<file path="src/design/log_frame_parser_unit_defines.svh">
// assertion macros shared by the parser rtl
`ifndef LOG_FRAME_PARSER_UNIT_DEFINES_SVH
`define LOG_FRAME_PARSER_UNIT_DEFINES_SVH

// same-cycle implication, checked out of reset
`define LFP_ASSERT_NOW(label, clk, rst_n, ante, cons, msg) \
    label: assert property (@(posedge clk) disable iff (!rst_n) (ante) |-> (cons)) \
        else $error(msg);

// next-cycle implication, checked out of reset
`define LFP_ASSERT_NEXT(label, clk, rst_n, ante, cons, msg) \
    label: assert property (@(posedge clk) disable iff (!rst_n) (ante) |=> (cons)) \
        else $error(msg);

`endif

</file>
<file path="src/design/lfp_pkg.sv">
`timescale 1ns / 1ps

package lfp_pkg;

    // record tags
    localparam logic [7:0] TAG_ERROR = 8'd11;
    localparam logic [7:0] TAG_PRINT = 8'd12;

    // result kinds
    localparam logic [1:0] KIND_MSG_HDR   = 2'd0;
    localparam logic [1:0] KIND_ERR_HDR   = 2'd1;
    localparam logic [1:0] KIND_TEXT      = 2'd2;
    localparam logic [1:0] KIND_FRAME_END = 2'd3;

    // text field codes
    localparam logic [1:0] FIELD_DETAILS  = 2'd0;
    localparam logic [1:0] FIELD_LOCATION = 2'd1;
    localparam logic [1:0] FIELD_STACK    = 2'd2;
    localparam logic [1:0] FIELD_PRINT    = 2'd3;

    // parse phases, one-hot
    typedef enum logic [12:0] {
        PH_LEN_HI  = 13'b0000000000001,
        PH_LEN_LO  = 13'b0000000000010,
        PH_TAG     = 13'b0000000000100,
        PH_TS      = 13'b0000000001000,
        PH_SEQ     = 13'b0000000010000,
        PH_OCC     = 13'b0000000100000,
        PH_CODE    = 13'b0000001000000,
        PH_FLAGS   = 13'b0000010000000,
        PH_STRLEN  = 13'b0000100000000,
        PH_STRBODY = 13'b0001000000000,
        PH_PRINT   = 13'b0010000000000,
        PH_TRAIL   = 13'b0100000000000,
        PH_IGNORE  = 13'b1000000000000
    } phase_t;

    // one result beat
    typedef struct packed {
        logic [1:0]  kind;
        logic        is_error;
        logic [31:0] timestamp;
        logic [15:0] seq;
        logic [15:0] occ;
        logic [31:0] code;
        logic [7:0]  flags;
        logic [1:0]  text_field;
        logic [7:0]  text_byte;
        logic        frame_end;
        logic        malformed;
    } lfp_event_t;

endpackage

</file>
<file path="src/design/lfp_parser.sv">
`timescale 1ns / 1ps

module lfp_parser
(
    input  logic              clk,
    input  logic              rst_n,
    input  logic              step,
    input  logic [7:0]        byte_in,
    output logic              ev_valid,
    output lfp_pkg::lfp_event_t ev
);
    import lfp_pkg::*;

    phase_t      phase_reg, phase_next;
    logic [15:0] frame_rem_reg, frame_rem_next;
    logic [1:0]  idx_reg, idx_next;
    logic [31:0] shift_reg, shift_next;
    logic        tag_err_reg, tag_err_next;
    logic [15:0] str_rem_reg, str_rem_next;
    logic [1:0]  sel_reg, sel_next;
    logic [31:0] held_ts_reg, held_ts_next;
    logic [15:0] held_occ_reg, held_occ_next;

    logic        last;
    logic        quiet;
    logic [15:0] len;
    logic [15:0] rem_dec;
    logic [15:0] str_dec;
    logic [31:0] shifted;

    // byte shifted into the field assembly register
    assign shifted = {shift_reg[23:0], byte_in};
    assign len     = {shift_reg[7:0], byte_in};
    assign rem_dec = frame_rem_reg - 16'd1;
    assign str_dec = str_rem_reg - 16'd1;

    // next state and result for the byte at hand
    always_comb
    begin
        phase_next     = phase_reg;
        frame_rem_next = frame_rem_reg;
        idx_next       = idx_reg;
        shift_next     = shift_reg;
        tag_err_next   = tag_err_reg;
        str_rem_next   = str_rem_reg;
        sel_next       = sel_reg;
        held_ts_next   = held_ts_reg;
        held_occ_next  = held_occ_reg;
        ev_valid       = 1'b0;
        ev             = '0;
        last           = 1'b0;
        quiet          = 1'b0;

        case (phase_reg)
            PH_LEN_HI:
            begin
                shift_next = {24'd0, byte_in};
                phase_next = PH_LEN_LO;
            end
            PH_LEN_LO:
            begin
                shift_next = '0;
                idx_next   = '0;
                if (len == 16'd0)
                begin
                    // empty frame
                    phase_next   = PH_LEN_HI;
                    ev_valid     = 1'b1;
                    ev.kind      = KIND_FRAME_END;
                    ev.frame_end = 1'b1;
                    ev.malformed = 1'b1;
                end
                else
                begin
                    frame_rem_next = len;
                    phase_next     = PH_TAG;
                end
            end
            default:
            begin
                frame_rem_next = rem_dec;
                last           = (rem_dec == 16'd0);

                case (phase_reg)
                    PH_TAG:
                    begin
                        tag_err_next = (byte_in == TAG_ERROR);
                        phase_next   = (byte_in == TAG_ERROR || byte_in == TAG_PRINT)
                                       ? PH_TS : PH_IGNORE;
                        idx_next     = '0;
                        shift_next   = '0;
                    end
                    PH_TS:
                    begin
                        shift_next = shifted;
                        if (idx_reg == 2'd3)
                        begin
                            idx_next     = '0;
                            held_ts_next = shifted;
                            shift_next   = '0;
                            phase_next   = PH_SEQ;
                        end
                        else
                        begin
                            idx_next = idx_reg + 2'd1;
                        end
                    end
                    PH_SEQ:
                    begin
                        shift_next = shifted;
                        if (idx_reg != 2'd0)
                        begin
                            idx_next   = '0;
                            shift_next = '0;
                            if (tag_err_reg)
                            begin
                                str_rem_next = shifted[15:0];
                                phase_next   = PH_OCC;
                            end
                            else
                            begin
                                ev_valid     = 1'b1;
                                ev.kind      = KIND_MSG_HDR;
                                ev.timestamp = held_ts_reg;
                                ev.seq       = shifted[15:0];
                                phase_next   = PH_PRINT;
                            end
                        end
                        else
                        begin
                            idx_next = idx_reg + 2'd1;
                        end
                    end
                    PH_OCC:
                    begin
                        shift_next = shifted;
                        if (idx_reg != 2'd0)
                        begin
                            idx_next      = '0;
                            held_occ_next = shifted[15:0];
                            shift_next    = '0;
                            phase_next    = PH_CODE;
                        end
                        else
                        begin
                            idx_next = idx_reg + 2'd1;
                        end
                    end
                    PH_CODE:
                    begin
                        // code stays in the shift register until the flags byte
                        shift_next = shifted;
                        if (idx_reg == 2'd3)
                        begin
                            idx_next   = '0;
                            phase_next = PH_FLAGS;
                        end
                        else
                        begin
                            idx_next = idx_reg + 2'd1;
                        end
                    end
                    PH_FLAGS:
                    begin
                        ev_valid     = 1'b1;
                        ev.kind      = KIND_ERR_HDR;
                        ev.timestamp = held_ts_reg;
                        ev.seq       = str_rem_reg;
                        ev.occ       = held_occ_reg;
                        ev.code      = shift_reg;
                        ev.flags     = byte_in;
                        str_rem_next = '0;
                        sel_next     = '0;
                        idx_next     = '0;
                        shift_next   = '0;
                        phase_next   = PH_STRLEN;
                    end
                    PH_STRLEN:
                    begin
                        shift_next = shifted;
                        if (idx_reg != 2'd0)
                        begin
                            idx_next     = '0;
                            shift_next   = '0;
                            str_rem_next = shifted[15:0];
                            if (shifted[15:0] == 16'd0)
                            begin
                                // empty string, move to the next one, or to the trailer after the third
                                if (sel_reg >= 2'd2)
                                begin
                                    phase_next = PH_TRAIL;
                                end
                                else
                                begin
                                    sel_next   = sel_reg + 2'd1;
                                    phase_next = PH_STRLEN;
                                end
                            end
                            else
                            begin
                                phase_next = PH_STRBODY;
                            end
                        end
                        else
                        begin
                            idx_next = idx_reg + 2'd1;
                        end
                    end
                    PH_STRBODY:
                    begin
                        ev_valid      = 1'b1;
                        ev.kind       = KIND_TEXT;
                        ev.text_field = sel_reg;
                        ev.text_byte  = byte_in;
                        str_rem_next  = str_dec;
                        if (str_dec == 16'd0)
                        begin
                            idx_next   = '0;
                            shift_next = '0;
                            if (sel_reg >= 2'd2)
                            begin
                                phase_next = PH_TRAIL;
                            end
                            else
                            begin
                                sel_next   = sel_reg + 2'd1;
                                phase_next = PH_STRLEN;
                            end
                        end
                    end
                    PH_PRINT:
                    begin
                        ev_valid      = 1'b1;
                        ev.kind       = KIND_TEXT;
                        ev.text_field = FIELD_PRINT;
                        ev.text_byte  = byte_in;
                    end
                    PH_TRAIL:
                    begin
                        phase_next = PH_TRAIL;
                    end
                    default:
                    begin
                        // unknown tag or unused code: swallow the frame
                        phase_next = PH_IGNORE;
                    end
                endcase

                // frame end closes the record
                if (last)
                begin
                    quiet        = (phase_next == PH_IGNORE);
                    ev.frame_end = 1'b1;
                    ev.malformed = !(phase_next == PH_PRINT || phase_next == PH_TRAIL);
                    phase_next   = PH_LEN_HI;
                    idx_next     = '0;
                    shift_next   = '0;
                    str_rem_next = '0;
                    sel_next     = '0;
                    if (quiet)
                    begin
                        ev_valid = 1'b0;
                    end
                    else if (!ev_valid)
                    begin
                        ev_valid = 1'b1;
                        ev.kind  = KIND_FRAME_END;
                    end
                end

                ev.is_error = tag_err_next;
            end
        endcase
    end

    // parser state, advanced once per consumed byte
    always_ff @(posedge clk or negedge rst_n)
    begin
        if (!rst_n)
        begin
            phase_reg     <= PH_LEN_HI;
            frame_rem_reg <= '0;
            idx_reg       <= '0;
            shift_reg     <= '0;
            tag_err_reg   <= 1'b0;
            str_rem_reg   <= '0;
            sel_reg       <= '0;
            held_ts_reg   <= '0;
            held_occ_reg  <= '0;
        end
        else if (step)
        begin
            phase_reg     <= phase_next;
            frame_rem_reg <= frame_rem_next;
            idx_reg       <= idx_next;
            shift_reg     <= shift_next;
            tag_err_reg   <= tag_err_next;
            str_rem_reg   <= str_rem_next;
            sel_reg       <= sel_next;
            held_ts_reg   <= held_ts_next;
            held_occ_reg  <= held_occ_next;
        end
    end

endmodule

</file>
<file path="src/design/log_frame_parser_unit.sv">
`timescale 1ns / 1ps

// channel | direction | handshake            | payload
// in      | input     | in_valid / in_ready  | data_byte
// out     | output    | out_valid / out_ready| event_kind .. malformed
//
// one byte per clock sustained while results are taken; an accepted byte
// passes through input register, parse logic, result register
// reset (rst_n low) empties both registers and puts the parser at the
// first length byte of a frame
// a stalled result holds the result register; bytes that give no result
// still move through, a byte that gives one waits for the register to free

module log_frame_parser_unit
(
    input  logic               clk,
    input  logic               rst_n,
    input  logic               in_valid,
    output logic               in_ready,
    input  logic [7:0]         data_byte,
    output logic               out_valid,
    input  logic               out_ready,
    output logic [1:0]         event_kind,
    output logic               is_error,
    output logic [31:0]        timestamp_bits,
    output logic [15:0]        sequence_res,
    output logic [15:0]        occurrences,
    output logic signed [31:0] error_code,
    output logic [7:0]         error_flags,
    output logic [1:0]         text_field,
    output logic [7:0]         text_byte,
    output logic               frame_end,
    output logic               malformed
);
    import lfp_pkg::*;

    `include "log_frame_parser_unit_defines.svh"

    logic       in_valid_reg;
    logic [7:0] byte_reg;
    logic       out_valid_reg;
    lfp_event_t out_reg;
    logic       ev_valid;
    lfp_event_t ev;
    logic       advance;

    lfp_parser u_parser
    (
        .clk      (clk),
        .rst_n    (rst_n),
        .step     (advance),
        .byte_in  (byte_reg),
        .ev_valid (ev_valid),
        .ev       (ev)
    );

    // byte moves on unless its result finds the result register full
    assign advance  = in_valid_reg && (!ev_valid || !out_valid_reg || out_ready);
    assign in_ready = !in_valid_reg || advance;

    // input register
    always_ff @(posedge clk or negedge rst_n)
    begin
        if (!rst_n)
        begin
            in_valid_reg <= 1'b0;
        end
        else if (in_ready)
        begin
            in_valid_reg <= in_valid;
        end
    end

    always_ff @(posedge clk)
    begin
        if (in_valid && in_ready)
        begin
            byte_reg <= data_byte;
        end
    end

    // result register
    always_ff @(posedge clk or negedge rst_n)
    begin
        if (!rst_n)
        begin
            out_valid_reg <= 1'b0;
        end
        else if (advance && ev_valid)
        begin
            out_valid_reg <= 1'b1;
        end
        else if (out_ready)
        begin
            out_valid_reg <= 1'b0;
        end
    end

    always_ff @(posedge clk)
    begin
        if (advance && ev_valid)
        begin
            out_reg <= ev;
        end
    end

    // output beat
    assign out_valid      = out_valid_reg;
    assign event_kind     = out_reg.kind;
    assign is_error       = out_reg.is_error;
    assign timestamp_bits = out_reg.timestamp;
    assign sequence_res   = out_reg.seq;
    assign occurrences    = out_reg.occ;
    assign error_code     = signed'(out_reg.code);
    assign error_flags    = out_reg.flags;
    assign text_field     = out_reg.text_field;
    assign text_byte      = out_reg.text_byte;
    assign frame_end      = out_reg.frame_end;
    assign malformed      = out_reg.malformed;

    // checks
    `LFP_ASSERT_NOW(a_malformed_at_end, clk, rst_n, out_valid_reg && out_reg.malformed,
        out_reg.frame_end, "malformed without frame end")
    `LFP_ASSERT_NOW(a_err_hdr_is_error, clk, rst_n,
        out_valid_reg && out_reg.kind == KIND_ERR_HDR, out_reg.is_error,
        "error header from a print frame")
    `LFP_ASSERT_NOW(a_print_text_not_error, clk, rst_n,
        out_valid_reg && out_reg.kind == KIND_TEXT && out_reg.text_field == FIELD_PRINT,
        !out_reg.is_error, "print text inside an error frame")
    `LFP_ASSERT_NEXT(a_held_byte_kept, clk, rst_n, in_valid_reg && !advance,
        in_valid_reg && $stable(byte_reg), "held byte lost while result stalled")

endmodule
</file>
<file path="config.mk">
export PLATFORM = sky130hd
export DESIGN_NAME = log_frame_parser_unit
export DESIGN_NICKNAME = d
export VERILOG_FILES = /design/src/design/lfp_pkg.sv /design/src/design/lfp_parser.sv /design/src/design/log_frame_parser_unit.sv
export VERILOG_INCLUDE_DIRS = /design/src /design/src/design
export SDC_FILE = /design/constraint.sdc
export NUM_CORES = 1
export LEC_CHECK = 0
export BUFFER_PORTS_ARGS = -buffer_cell sky130_fd_sc_hd__buf_2
export CORE_MARGIN = 10
export CORE_UTILIZATION = 31
export CTS_CLUSTER_DIAMETER = 200
export DETAILED_ROUTE_END_ITERATION = 6
export GPL_ROUTABILITY_DRIVEN = 1
export GPL_TIMING_DRIVEN = 0
export PLACE_DENSITY = 0.58
export SYNTH_ARGS = -nofsm -noshare
export SYNTH_HDL_FRONTEND = slang
export SYNTH_SLANG_ARGS = --single-unit
</file>
<file path="constraint.sdc">
create_clock -name clk -period 9.8 [get_ports clk]
set_clock_uncertainty 0.1 [all_clocks]
set_input_delay 0.98 -clock clk [delete_from_list [all_inputs] [get_ports clk]]
set_output_delay 0.98 -clock clk [all_outputs]
set_load 0.01 [all_outputs]
</file>
==> metrics.md <==
| Metric | Value |
|---|---|
| Outcome | `finished, final reports clean` |
| Max Transition Viols Final | `0` |
| Routed vias | `9251` |
| Final WL | `37.4 mm` |
| Final setup TNS | `0 ns` |
| Core Area | `39900 sq um` |
| Switching Share | `32.3%` |
| Netlist cell types | `82` |
| Overall routing resource usage | `14.6%` |
| Vias per cell | `5.10` |
| Crit path required time | `9.89 ns` |
| Internal | `0.00226 W` |
| Area of the multi-input gates | `4920 sq um` |
| CTS resizes | `0` |
| Initial antenna violation count | `0` |
| Sequential Power Share | `40.9%` |
| Syn_nets | `1117` |
| HPWL Detailed | `26.7 mm` |
| GRT overflow | `0` |
| Die width | `221 microns` |
| # setup viols final | `0` |
| Crit Path Max Fanout | `87` |
| Async set-reset flop share out of synthesis | `51.0%` |
| Nets | `1283` |
| Startpoint Class | `flop` |
| Pre-antenna DRT Iters | `5` |
| H-tree levels | `1` |
| Final hold viol count | `0` |
| Syn avg cell area | `11.5 sq um` |
| Hold crit path type | `input port to async pin` |
| Vias in the first global route | `9207` |
| Sequential Area | `7120 sq um` |
| Tcrit/Tclk final | `51.5%` |
| WP data arrival | `5.13 ns` |
| Drt drc | `0` |
| CTS Buf Count | `30` |
| Synth Register Bits | `259` |
| Number of synthesized flops with an enable pin | `127` |
| Slew HR | `11.4%` |
| Setup Fix Bufs, Post-CTS | `0` |
| Yosys warnings | `0` |
| Die area | `49000 sq um` |
| Flop2flop setup slack | `4.76 ns` |
| Share of cells above drive strength 1 | `23.3%` |
| Detailed Route Iter0 Violations | `927` |
| Synth area leaders | `edfxtp_1, dfrtp_1, and2_1` |
| Count leader, synth | `dfrtp_1` |
| Clk root buf | `clkbuf_16` |
| Main synth FF type | `dfrtp_1` |
| Reg2Reg Depth | `12` |
| Post-Syn Area | `12600 sq um` |
| Chip height | `221 microns` |
| CP endpoint kind | `flop` |
| # fillers | `3863` |
| # IOs | `133` |
| Kind of critical path | `flop to flop` |
| Routability cong. | `0.920` |
| Largest area contributor in the netlist | `edfxtp_1` |
| Clk slew on worst S/H paths | `0.06 ns` |
| Site Rows | `73` |
| Top cells by count, synth | `dfrtp_1, edfxtp_1, nand2_1, nor2_1, and2_1` |
| Sequential area share after synthesis | `56.6%` |
| Synth Instances | `1097` |
| Latest clock arrival within the worst-skew pair | `0.57 ns` |
| RSZ-0062 raised after global routing | `no` |
| Deepest clock path buffer count | `3` |
| CTS tree | `built` |
| CTS Hold Buffers Added | `0` |
| Clock sinks | `259` |
| Max Cap Viol | `0` |
| Hold WS | `0.221 ns` |
| Remaining antenna violation count | `0` |
| Period minus WS final | `5.04 ns` |
| Leakage | `6.68 nW` |
| Synth top area share | `30.3%` |
| Pin count of the biggest net entering global routing | `94` |
| Max Freq | `198 MHz` |
| RR Startpoint | `u_parser.frame_rem_reg[0]` |
| Pwr/cell area | `222 nW/um^2` |
| Gate power share | `23.4%` |
| Maximum VDD drop | `158 uV` |
| Area Overhead vs Synth | `19.5%` |
| Port-buffer cells | `132` |
| Clk pwr share | `35.7%` |
| WL/cell | `20.6 microns` |
| Worst Tran Pin Value | `1.33 ns` |
| Crit path from | `u_parser.frame_rem_reg[0]` |
| Worst r2r dst | `timestamp_bits[17]` |
| First-pass GRT wire length | `57.4 mm` |
| NetSw | `0.00108 W` |
| Starting Density | `31.5%` |
## logic make-up (layout without fill, tap and decap cells)
logic type / after synthesis / in the layout / share of synthesized area [%]
adders and majority gates: 8 / 8 / 0.796
buffers and inverters: 117 / 307 / 4.29
muxes: 95 / 95 / 8.84
AOI/OAI and AO/OA: 182 / 182 / 10.2
xor gates and xnor gates: 14 / 14 / 0.975
DFF: 259 / 259 / 56.6
other: 0 / 2 / 0
and+or+nand+nor: 422 / 422 / 18.3
## layout by cell type, fill, tap and decap left out, drive strengths merged, types with 17 or more instances in the layout
cell type and instances:
nand2 87, edfxtp 127, inv 47, nand4 17, nor2 87, o21ai 44, a31oi 17, clkbuf 80
buf 166, and2 78, a21oi 40, nand3 30, nor4 22, mux2 69, mux2i 26, dfrtp 131
nor3 22
## worst max path at each step
stage	cells past startpoint	end	slack, ns
floorplan	11	error_code[0]	4.13
detailed placement	12	timestamp_bits[29]	4.80
finish	12	timestamp_bits[17]	4.76
CTS	12	text_byte[6]	4.78
global route	12	occurrences[14]	4.47
global placement	11	timestamp_bits[30]	2.06
## worst max-delay path, cell delays in order (launching register included)
cell	delay, ns
dfrtp_1	0.45
inv_1	0.14
ha_1	0.34
or3b_1	0.37
buf_2	0.17
xnor2_1	0.18
a2111oi_4	0.39
o211ai_4	0.27
o31ai_2	0.74
clkbuf_1	0.50
nand2_1	0.24
inv_6	0.32
buf_16	0.33
## cell type report
class                           instances  share of cell area, %
Sequential cell                       259                   47.4
Multi-Input combinational cell        721                   32.7
Clock buffer                           37                   5.51
Timing Repair Buffer                  134                   4.80
Tap cell                              525                   4.37
Buffer                                 75                   2.54
Clock inverter                         19                   1.56
Inverter                               42                   1.08
Antenna cell                            2                 0.0333
## per-stage QoR
step                      instances  worst slack (ns)  total power [W]  instance area, sq um  util [%]
after floorplan                1097              4.13          0.00191                 12600         -
after global placement         1754              2.06          0.00214                 13900      34.8
after detailed placement       1756              4.80          0.00215                 14000      35.0
after CTS                      1812              4.78          0.00334                 15000      37.6
after global routing           1812              4.47          0.00350                 15000      37.6
final                          1814              4.76          0.00333                 15000      37.7
## metal layers
layer / part of all wire (%) / global-route usage [%] / up-vias
met2: 44 / 22.6 / 324
met4: 2.8 / 4.48 / 0
met3: 6.9 / 3.03 / 71
met5: 0 / 0 / -
met1: 46 / 20.1 / 4537
li1: - / - / 4319
## power by group through the flow
stage	logic, W	clock network [W]	registers, W
2_1_floorplan	0.000568	0	0.00135
3_3_place_gp	0.000758	0	0.00138
3_5_place_dp	0.000770	0	0.00138
4_1_cts	0.000773	0.00121	0.00136
5_1_grt	0.000862	0.00126	0.00138
6_report	0.000779	0.00119	0.00136
(Power assumes the default switching activity.)
